`src/sv/lpfd_pkg.sv`:
```
`default_nettype none
package lpfd_pkg;

   localparam int unsigned HDR_BYTES = 5;
   localparam logic [31:0] MAX_PAYLOAD_RESET = 32'(128 * 1024);
   localparam logic [2:0] HDR_LAST_IDX = 3'(HDR_BYTES - 1);

   typedef enum logic [1:0] {
      KIND_PAYLOAD = 2'd0,
      KIND_HEADER  = 2'd1,
      KIND_DROP    = 2'd2
   } kind_type;

   typedef enum logic [2:0] {
      PH_HEADER  = 3'b001,
      PH_PAYLOAD = 3'b010,
      PH_SKIP    = 3'b100
   } phase_type;

   typedef struct packed {
      kind_type    kind;
      logic [7:0]  out_byte;
      logic [31:0] frame_length;
      logic        is_last;
   } result_type;

endpackage
`default_nettype wire

```
`src/sv/lpfd_req_if.sv`:
```
`default_nettype none
interface lpfd_req_if;
   logic       valid;
   logic       ready;
   logic [7:0] in_byte;

   modport source (output valid, output in_byte, input ready);
   modport sink (input valid, input in_byte, output ready);
endinterface
`default_nettype wire

```
`src/sv/lpfd_rsp_if.sv`:
```
`default_nettype none
interface lpfd_rsp_if;
   logic        valid;
   logic        ready;
   logic [1:0]  kind;
   logic [7:0]  out_byte;
   logic [31:0] frame_length;
   logic        is_last;

   modport source (output valid, output kind, output out_byte, output frame_length,
                   output is_last, input ready);
   modport sink (input valid, input kind, input out_byte, input frame_length,
                 input is_last, output ready);
endinterface
`default_nettype wire

```
`src/sv/lpfd_core.sv`:
```
`default_nettype none
module lpfd_core (
   input  wire logic               clock,
   input  wire logic               reset,
   input  wire logic               in_valid,
   output logic                    in_ready,
   input  wire logic [7:0]         in_byte,
   input  wire logic [31:0]        max_payload,
   output logic                    res_valid,
   input  wire logic               res_ready,
   output lpfd_pkg::result_type    res
);

   logic                 beat_valid_ff;
   logic                 beat_valid_in;
   logic [7:0]           beat_byte_ff;
   lpfd_pkg::phase_type  phase_ff, phase_in;
   logic [2:0]           count_ff, count_in;
   logic [7:0]           type_ff, type_in;
   logic [31:0]          length_ff, length_in;
   logic [31:0]          remaining_ff, remaining_in;
   logic [31:0]          length_next;
   logic                 last_byte;
   logic                 emit;
   logic                 fire;

   assign length_next = {length_ff[23:0], beat_byte_ff};
   assign last_byte   = (remaining_ff == 32'd1);

   always_comb begin
      phase_in     = phase_ff;
      count_in     = count_ff;
      type_in      = type_ff;
      length_in    = length_ff;
      remaining_in = remaining_ff;
      emit         = 1'b0;
      res          = '{kind: lpfd_pkg::KIND_PAYLOAD, out_byte: beat_byte_ff,
                       frame_length: 32'd0, is_last: 1'b0};
      unique case (phase_ff)
         lpfd_pkg::PH_PAYLOAD: begin
            remaining_in = remaining_ff - 32'd1;
            emit         = 1'b1;
            res.is_last  = last_byte;
            if (last_byte) begin
               phase_in = lpfd_pkg::PH_HEADER;
               count_in = 3'd0;
            end
         end
         lpfd_pkg::PH_SKIP: begin
            remaining_in = remaining_ff - 32'd1;
            if (last_byte) begin
               phase_in = lpfd_pkg::PH_HEADER;
               count_in = 3'd0;
               emit     = 1'b1;
               res      = '{kind: lpfd_pkg::KIND_DROP, out_byte: type_ff,
                            frame_length: length_ff, is_last: 1'b1};
            end
         end
         default: begin
            phase_in = lpfd_pkg::PH_HEADER;
            if (phase_ff != lpfd_pkg::PH_HEADER || count_ff == 3'd0) begin
               type_in   = beat_byte_ff;
               length_in = 32'd0;
               count_in  = 3'd1;
            end else begin
               length_in = length_next;
               if (count_ff < lpfd_pkg::HDR_LAST_IDX) begin
                  count_in = count_ff + 3'd1;
               end else begin
                  count_in = 3'd0;
                  res      = '{kind: lpfd_pkg::KIND_HEADER, out_byte: type_ff,
                               frame_length: 32'd0, is_last: 1'b1};
                  if (length_next == 32'd0) begin
                     emit = 1'b1;
                  end else begin
                     remaining_in = length_next;
                     if (length_next > max_payload) begin
                        phase_in = lpfd_pkg::PH_SKIP;
                     end else begin
                        phase_in         = lpfd_pkg::PH_PAYLOAD;
                        emit             = 1'b1;
                        res.frame_length = length_next;
                        res.is_last      = 1'b0;
                     end
                  end
               end
            end
         end
      endcase
   end

   assign res_valid     = beat_valid_ff && emit;
   assign fire          = beat_valid_ff && (!emit || res_ready);
   assign in_ready      = !beat_valid_ff || fire;
   assign beat_valid_in = in_valid ? 1'b1 : (beat_valid_ff && !fire);

   always_ff @(posedge clock) begin
      if (reset) begin
         beat_valid_ff <= 1'b0;
         phase_ff      <= lpfd_pkg::PH_HEADER;
         count_ff      <= 3'd0;
         type_ff       <= 8'd0;
         length_ff     <= 32'd0;
         remaining_ff  <= 32'd0;
      end else begin
         if (in_ready) begin
            beat_valid_ff <= beat_valid_in;
         end
         if (fire) begin
            phase_ff     <= phase_in;
            count_ff     <= count_in;
            type_ff      <= type_in;
            length_ff    <= length_in;
            remaining_ff <= remaining_in;
         end
      end
   end

   always_ff @(posedge clock) begin
      if (in_valid && in_ready) begin
         beat_byte_ff <= in_byte;
      end
   end

   a_remaining_nonzero: assert property (@(posedge clock) disable iff (reset)
      (phase_ff == lpfd_pkg::PH_PAYLOAD || phase_ff == lpfd_pkg::PH_SKIP)
      |-> remaining_ff != 32'd0)
      else $error("payload or skip phase with nothing remaining");

   a_count_range: assert property (@(posedge clock) disable iff (reset)
      count_ff <= lpfd_pkg::HDR_LAST_IDX)
      else $error("header count out of range");

   a_skip_silent: assert property (@(posedge clock) disable iff (reset)
      beat_valid_ff && phase_ff == lpfd_pkg::PH_SKIP && !last_byte |-> !res_valid)
      else $error("result emitted for a skipped byte");

   a_phase_onehot: assert property (@(posedge clock) disable iff (reset)
      $onehot(phase_ff))
      else $error("phase register corrupted");

endmodule
`default_nettype wire

```
`src/sv/lpfd_out_reg.sv`:
```
`default_nettype none
module lpfd_out_reg (
   input  wire logic               clock,
   input  wire logic               reset,
   input  wire logic               in_valid,
   output logic                    in_ready,
   input  wire lpfd_pkg::result_type in_data,
   lpfd_rsp_if.source              rsp_bus
);

   logic                  valid_ff;
   logic                  valid_in;
   lpfd_pkg::result_type  data_ff;

   assign in_ready = !valid_ff || rsp_bus.ready;
   assign valid_in = in_ready ? in_valid : valid_ff;

   always_ff @(posedge clock) begin
      if (reset) begin
         valid_ff <= 1'b0;
      end else begin
         valid_ff <= valid_in;
      end
   end

   always_ff @(posedge clock) begin
      if (in_valid && in_ready) begin
         data_ff <= in_data;
      end
   end

   assign rsp_bus.valid        = valid_ff;
   assign rsp_bus.kind         = data_ff.kind;
   assign rsp_bus.out_byte     = data_ff.out_byte;
   assign rsp_bus.frame_length = data_ff.frame_length;
   assign rsp_bus.is_last      = data_ff.is_last;

   a_load_shows: assert property (@(posedge clock) disable iff (reset)
      in_valid && in_ready |=> valid_ff)
      else $error("loaded result not presented");

endmodule
`default_nettype wire

```
`src/sv/length_prefixed_frame_deframer_top.sv`:
```
// Length-prefixed frame deframer.
// req_bus: raw stream, one byte per beat (valid/ready).
// rsp_bus: one result per beat: kind 0 payload byte, kind 1 header accepted
//   (type in out_byte, length in frame_length), kind 2 oversized frame dropped.
//   is_last marks the beat that ends a frame.
// Each frame is a type byte plus a 32-bit big-endian length, then the payload.
// Frames longer than max_payload produce no header or payload beats; a single
// drop beat follows the last skipped payload byte.
// csr_wr_en/csr_wr_data write max_payload (reset 128 KiB); write only while idle.
// An accepted byte is held in the input register, its result in the result
//   register. Throughput: one byte per cycle while rsp_bus keeps up; set by the
//   input-to-result register step, a 32-bit compare and a 32-bit decrement.
// Reset: synchronous, clears the parser to expect a header and empties both
//   registers. When rsp_bus stalls, the result register holds, the input
//   register fills, and req_bus.ready drops; header and skipped bytes that make
//   no result keep flowing even while the result register waits.
`default_nettype none
module length_prefixed_frame_deframer_top (
   input  wire logic        clock,
   input  wire logic        reset,
   lpfd_req_if.sink         req_bus,
   lpfd_rsp_if.source       rsp_bus,
   input  wire logic        csr_wr_en,
   input  wire logic [31:0] csr_wr_data
);

   logic [31:0]           max_payload_ff;
   logic                  res_valid;
   logic                  res_ready;
   lpfd_pkg::result_type  res;

   always_ff @(posedge clock) begin
      if (reset) begin
         max_payload_ff <= lpfd_pkg::MAX_PAYLOAD_RESET;
      end else if (csr_wr_en) begin
         max_payload_ff <= csr_wr_data;
      end
   end

   lpfd_core u_core (
      .clock       (clock),
      .reset       (reset),
      .in_valid    (req_bus.valid),
      .in_ready    (req_bus.ready),
      .in_byte     (req_bus.in_byte),
      .max_payload (max_payload_ff),
      .res_valid   (res_valid),
      .res_ready   (res_ready),
      .res         (res)
   );

   lpfd_out_reg u_out_reg (
      .clock    (clock),
      .reset    (reset),
      .in_valid (res_valid),
      .in_ready (res_ready),
      .in_data  (res),
      .rsp_bus  (rsp_bus)
   );

endmodule
`default_nettype wire

```
`src/flat_wrapper.sv`:
```
// flat-port wrapper written by rule: the top's interface ports become plain ports
module length_prefixed_frame_deframer_top_flat 
  (clock, reset, csr_wr_en, csr_wr_data, req_bus_valid, req_bus_in_byte, req_bus_ready, rsp_bus_valid, rsp_bus_kind, rsp_bus_out_byte, rsp_bus_frame_length, rsp_bus_is_last, rsp_bus_ready);
  lpfd_req_if req_bus_i ();
  lpfd_rsp_if rsp_bus_i ();
  input  wire logic clock;
  input  wire logic reset;
  input  wire logic csr_wr_en;
  input  wire logic [31:0] csr_wr_data;
  input wire logic [$bits(req_bus_i.valid)-1:0] req_bus_valid;
  input wire logic [$bits(req_bus_i.in_byte)-1:0] req_bus_in_byte;
  output wire logic [$bits(req_bus_i.ready)-1:0] req_bus_ready;
  output wire logic [$bits(rsp_bus_i.valid)-1:0] rsp_bus_valid;
  output wire logic [$bits(rsp_bus_i.kind)-1:0] rsp_bus_kind;
  output wire logic [$bits(rsp_bus_i.out_byte)-1:0] rsp_bus_out_byte;
  output wire logic [$bits(rsp_bus_i.frame_length)-1:0] rsp_bus_frame_length;
  output wire logic [$bits(rsp_bus_i.is_last)-1:0] rsp_bus_is_last;
  input wire logic [$bits(rsp_bus_i.ready)-1:0] rsp_bus_ready;
  assign req_bus_i.valid = req_bus_valid;
  assign req_bus_i.in_byte = req_bus_in_byte;
  assign req_bus_ready = req_bus_i.ready;
  assign rsp_bus_valid = rsp_bus_i.valid;
  assign rsp_bus_kind = rsp_bus_i.kind;
  assign rsp_bus_out_byte = rsp_bus_i.out_byte;
  assign rsp_bus_frame_length = rsp_bus_i.frame_length;
  assign rsp_bus_is_last = rsp_bus_i.is_last;
  assign rsp_bus_i.ready = rsp_bus_ready;
  length_prefixed_frame_deframer_top u_core (.clock(clock), .reset(reset), .req_bus(req_bus_i), .rsp_bus(rsp_bus_i), .csr_wr_en(csr_wr_en), .csr_wr_data(csr_wr_data));
endmodule
```
`config.mk`:
```
export PLATFORM = sky130hd
export DESIGN_NAME = length_prefixed_frame_deframer_top_flat
export DESIGN_NICKNAME = d
export VERILOG_FILES = /design/src/sv/lpfd_pkg.sv /design/src/sv/lpfd_req_if.sv /design/src/sv/lpfd_rsp_if.sv /design/src/sv/lpfd_core.sv /design/src/sv/lpfd_out_reg.sv /design/src/sv/length_prefixed_frame_deframer_top.sv /design/src/flat_wrapper.sv
export SDC_FILE = /design/constraint.sdc
export NUM_CORES = 1
export LEC_CHECK = 0
export CORE_ASPECT_RATIO = 0.75
export CORE_MARGIN = 10
export CORE_UTILIZATION = 45
export CTS_CLUSTER_SIZE = 24
export DETAILED_ROUTE_END_ITERATION = 8
export DONT_BUFFER_PORTS = 1
export SETUP_SLACK_MARGIN = 0.15
export SLEW_MARGIN = 30
export SYNTH_ARGS = -nofsm -noshare
export SYNTH_HDL_FRONTEND = slang
export SYNTH_SLANG_ARGS = --single-unit
```
`constraint.sdc`:
```
create_clock -name clock -period 5.4 [get_ports clock]
set_input_delay 0.81 -clock clock [delete_from_list [all_inputs] [get_ports clock]]
set_output_delay 0.81 -clock clock [all_outputs]
set_load 0.02 [all_outputs]
```
==> flow_summary.yaml <==
timing:
  finalHoldViolations: 0
  finalSetupViolations: 0
  relSlewSlack: 0.331
  timing.final.crit_share: 0.794
  drv_slew: 0
  tightest_slew_ns: 1.00
  fin_setup_tns_ns: 0
  fin_crit_ns: 4.29
  fin_skew_ns: 0.0133
  clock.fmax_mhz: 233
  rsz0062_at_grt: "no"
clock_network:
  cts_num_sinks: 163
  cts_buffers: 17
  clk_latency_ns: 0.44
  htreeDepth: 4
  post_cts_resized: 0
  hold_buffers: 0
  clock_path_buffers: 2
  cts_tree: "done"
  cts_setup_buffers: 0
  root_buffer: "clkbuf_16"
  path_clk_slew_ns: 0.07
critical_path:
  crit_arrival_ns: 3.48
  path_max_fanout: 7
  r2r_slack_ns: 1.17
  cp_cell_sequence: "ha_1 > nand4_1 > nor4_2 > and2_1 > a211oi_1 > o32ai_1 > nand2_1"
  critPathMaxStageDelay_ns: 0.70
  crit_family: "simple AND/OR/NAND/NOR gates"
  setup.worst_path.class: "reg2out"
  cp_num_buf_inv: 0
  start_kind: "flip-flop"
  worstSetupEndpointType: "output port"
  crit_slowest_cell: "dfxtp_1"
  crit_required_ns: 4.59
pwr:
  power_switching_mw: 0.683
  pwr-share-seq: 0.487
  power.leakage_nw: 3.18
  p_comb_frac: 0.050
  sw_frac_of_total: 0.256
  vdd_ir_drop_max_uv: 186
  power_density_nw_per_um2: 296
  power.internal_mw: 1.99
  pwr-share-clk: 0.463
route:
  routed_wl_mm: 28.2
  firstDrtPassIters: 5
  wl_met3_mm: 3.34
  top_layer_used: "met4"
  wl_met2_mm: 11.7
  vias: 7340
  antenna_left: 0
  drc: 0
  vias_per_cell: 6.63
  post_drt_wl_per_cell_microns: 25.5
  met1_length_mm: 12.8
  drt_iter0_markers: 842
synthesis:
  synthMuxAreaShare: 0.0514
  syn_inst: 876
  synthAdderAreaFrac: 0.0550
  ys_ff_latch: 163
  synth_warnings: 0
  synthFlopType: "dfxtp_1"
  synth_compound_area_frac: 0.214
  yosys-top-cells-area: "dfxtp_1 27%, edfxtp_1 19%, ha_1 5.5%, a21oi_1 5.2%, mux2i_1 4.0%"
  avgSynthCellArea_sq_um: 9.34
  synth_top_area_frac: 0.274
  syn-cell-area_sq_um: 8180
  seq_area_frac_synth: 0.461
  syn-num-nets: 957
  yosys.area_share.xor_xnor: 0.00107
  synth_top_area_cell: "dfxtp_1"
  synthArstFlopShare: 0
  synthSimpleGateAreaFrac: 0.157
  synth_edf_count: 51
  synth_cell_types: 62
  synth_top_family_by_area: "compound AO/OA/AOI/OAI gates"
run:
  drv_cap: 0
floorplanning:
  chipWidth_microns: 176
  die_area_sq_um: 24000
  core_region_area_sq_um: 17800
  pin_count: 90
  initial_utilization: 0.461
  rows: 42
  die_h_microns: 137
cells_and_area:
  syn_to_final_growth_pct: 10.4
  final_common_cell: "dfxtp_1"
  n_fill_cell: 1649
  final_area_sq_um: 9040
  final_cell_mix: "112 x dfxtp_1, 85 x a21oi_1, 61 x nor2_1"
  nets: 933
  num_antenna_cells: 0
  drive_above_1_share: 0.0890
place:
  dp.final_hpwl_mm: 19.2
  gp_congestion: 0.950
  io_buffer_count: 0
  dpl-instance-area_sq_um: 8420
global_route:
  grt_overflow_total: 0
  grt_pass1_wl_mm: 42.8
  antenna_found_initial: 1
  grt_pass1_vias: 6773
  gr-usage-all-layers: 0.231
  grt_max_degree: 107
status:
  status: "complete, no violations"
hold_path:
  min_path_type: "in2reg"
[routing by layer]
metal / vias to the layer above / global-route usage
met2: 428 / 0.327
met3: 36 / 0.0798
met5: - / 0
met1: 3624 / 0.328
met4: 0 / 0.0568
li1: 3252 / -
[sequential cells by signal, summed over array words and instances, names as in the netlist, 3 cells and up]
name,count
u_core.u_out_reg.rsp_bus.out_byte,8
u_core.u_out_reg.rsp_bus.frame_length,32
u_core.u_core.type_ff,8
u_core.u_core.count_ff,3
u_core.u_core.beat_byte_ff,8
u_core.u_core.length_ff,32
u_core.u_core.phase_ff,3
u_core.u_core.remaining_ff,32
u_core.max_payload_ff,32
[cells in the mapped netlist, drive strengths merged (3+ instances only)]
cell type  instances
mux2i             33
edfxtp            51
and3               3
nand2             51
or4                4
a211oi             4
a21o               4
inv               60
a22o              32
or2                3
a211o              3
o32ai             18
nand4             47
a21oi             85
nor4              21
nor3              20
nand3             10
a31oi              7
a22oi              7
a221oi             5
o21ai             61
or3                8
o311ai             9
o31ai             10
dfxtp            112
mux2               8
clkbuf            53
nand2b             4
and2               5
ha                36
buf                9
a32oi              3
nor2              62
[power by group through the flow]
| stage | Combinational, mW | Sequential, mW | Clock [mW] |
|---|---|---|---|
| after floorplan | 0.106 | 1.32 | 0 |
| after global placement | 0.125 | 1.33 | 0 |
| after detailed placement | 0.127 | 1.33 | 0 |
| after CTS | 0.128 | 1.30 | 1.24 |
| after global routing | 0.146 | 1.30 | 1.31 |
| final | 0.133 | 1.30 | 1.24 |
[cell type report]
class                           count  area, sq um  share of cell area
Sequential cell                   163         3770               0.418
Inverter                           61          229              0.0253
Multi-Input combinational cell    590         3980               0.441
Tap cell                          242          303              0.0335
Clock inverter                     14          169              0.0187
Clock buffer                       18          429              0.0475
Timing Repair Buffer               19          150              0.0166
[through the flow]
step / hold slack, ns / utilization / setup WS [ns] / cells / total power, mW
after global routing: 0.419 / 0.509 / 1.01 / 1107 / 2.76
after floorplan: 0.432 / - / 1.83 / 876 / 1.42
after detailed placement: 0.443 / 0.474 / 1.34 / 1074 / 1.46
after global placement: 0.436 / 0.473 / 1.45 / 1074 / 1.45
final: 0.429 / 0.509 / 1.11 / 1107 / 2.67
after CTS: 0.433 / 0.508 / 1.23 / 1106 / 2.67
[cells by family (layout without fill, tap and decap cells)]
logic type      Yosys count  after routing
compound gates          268            268
xor+xnor                  1              1
fa+ha+maj                36             36
buf+inv                 123            112
flops                   163            163
mux                      41             41
simple gates            244            244
[path summary, 6_finish.rpt]
check | cells after the start | startpoint | end
max reg2reg | 8 | u_core.u_core.length_ff[15] | u_core.u_core.remaining_ff[18]
min reg2reg | 2 | u_core.u_core.type_ff[5] | u_core.u_core.type_ff[5]
max | 7 | u_core.u_core.length_ff[15] | req_bus_ready
min | 1 | reset | u_core.u_core.remaining_ff[14]
[worst register-to-register path, delay by kind of cell (launching register included)]
kind | cells | cell delay, ns
AO/OA/AOI/OAI | 2 | 0.34
flip-flops | 1 | 0.70
adder cells (fa/ha/maj) | 1 | 0.28
AND/OR/NAND/NOR | 5 | 2.76
No activity file was read; power rests on OpenSTA's default activity.
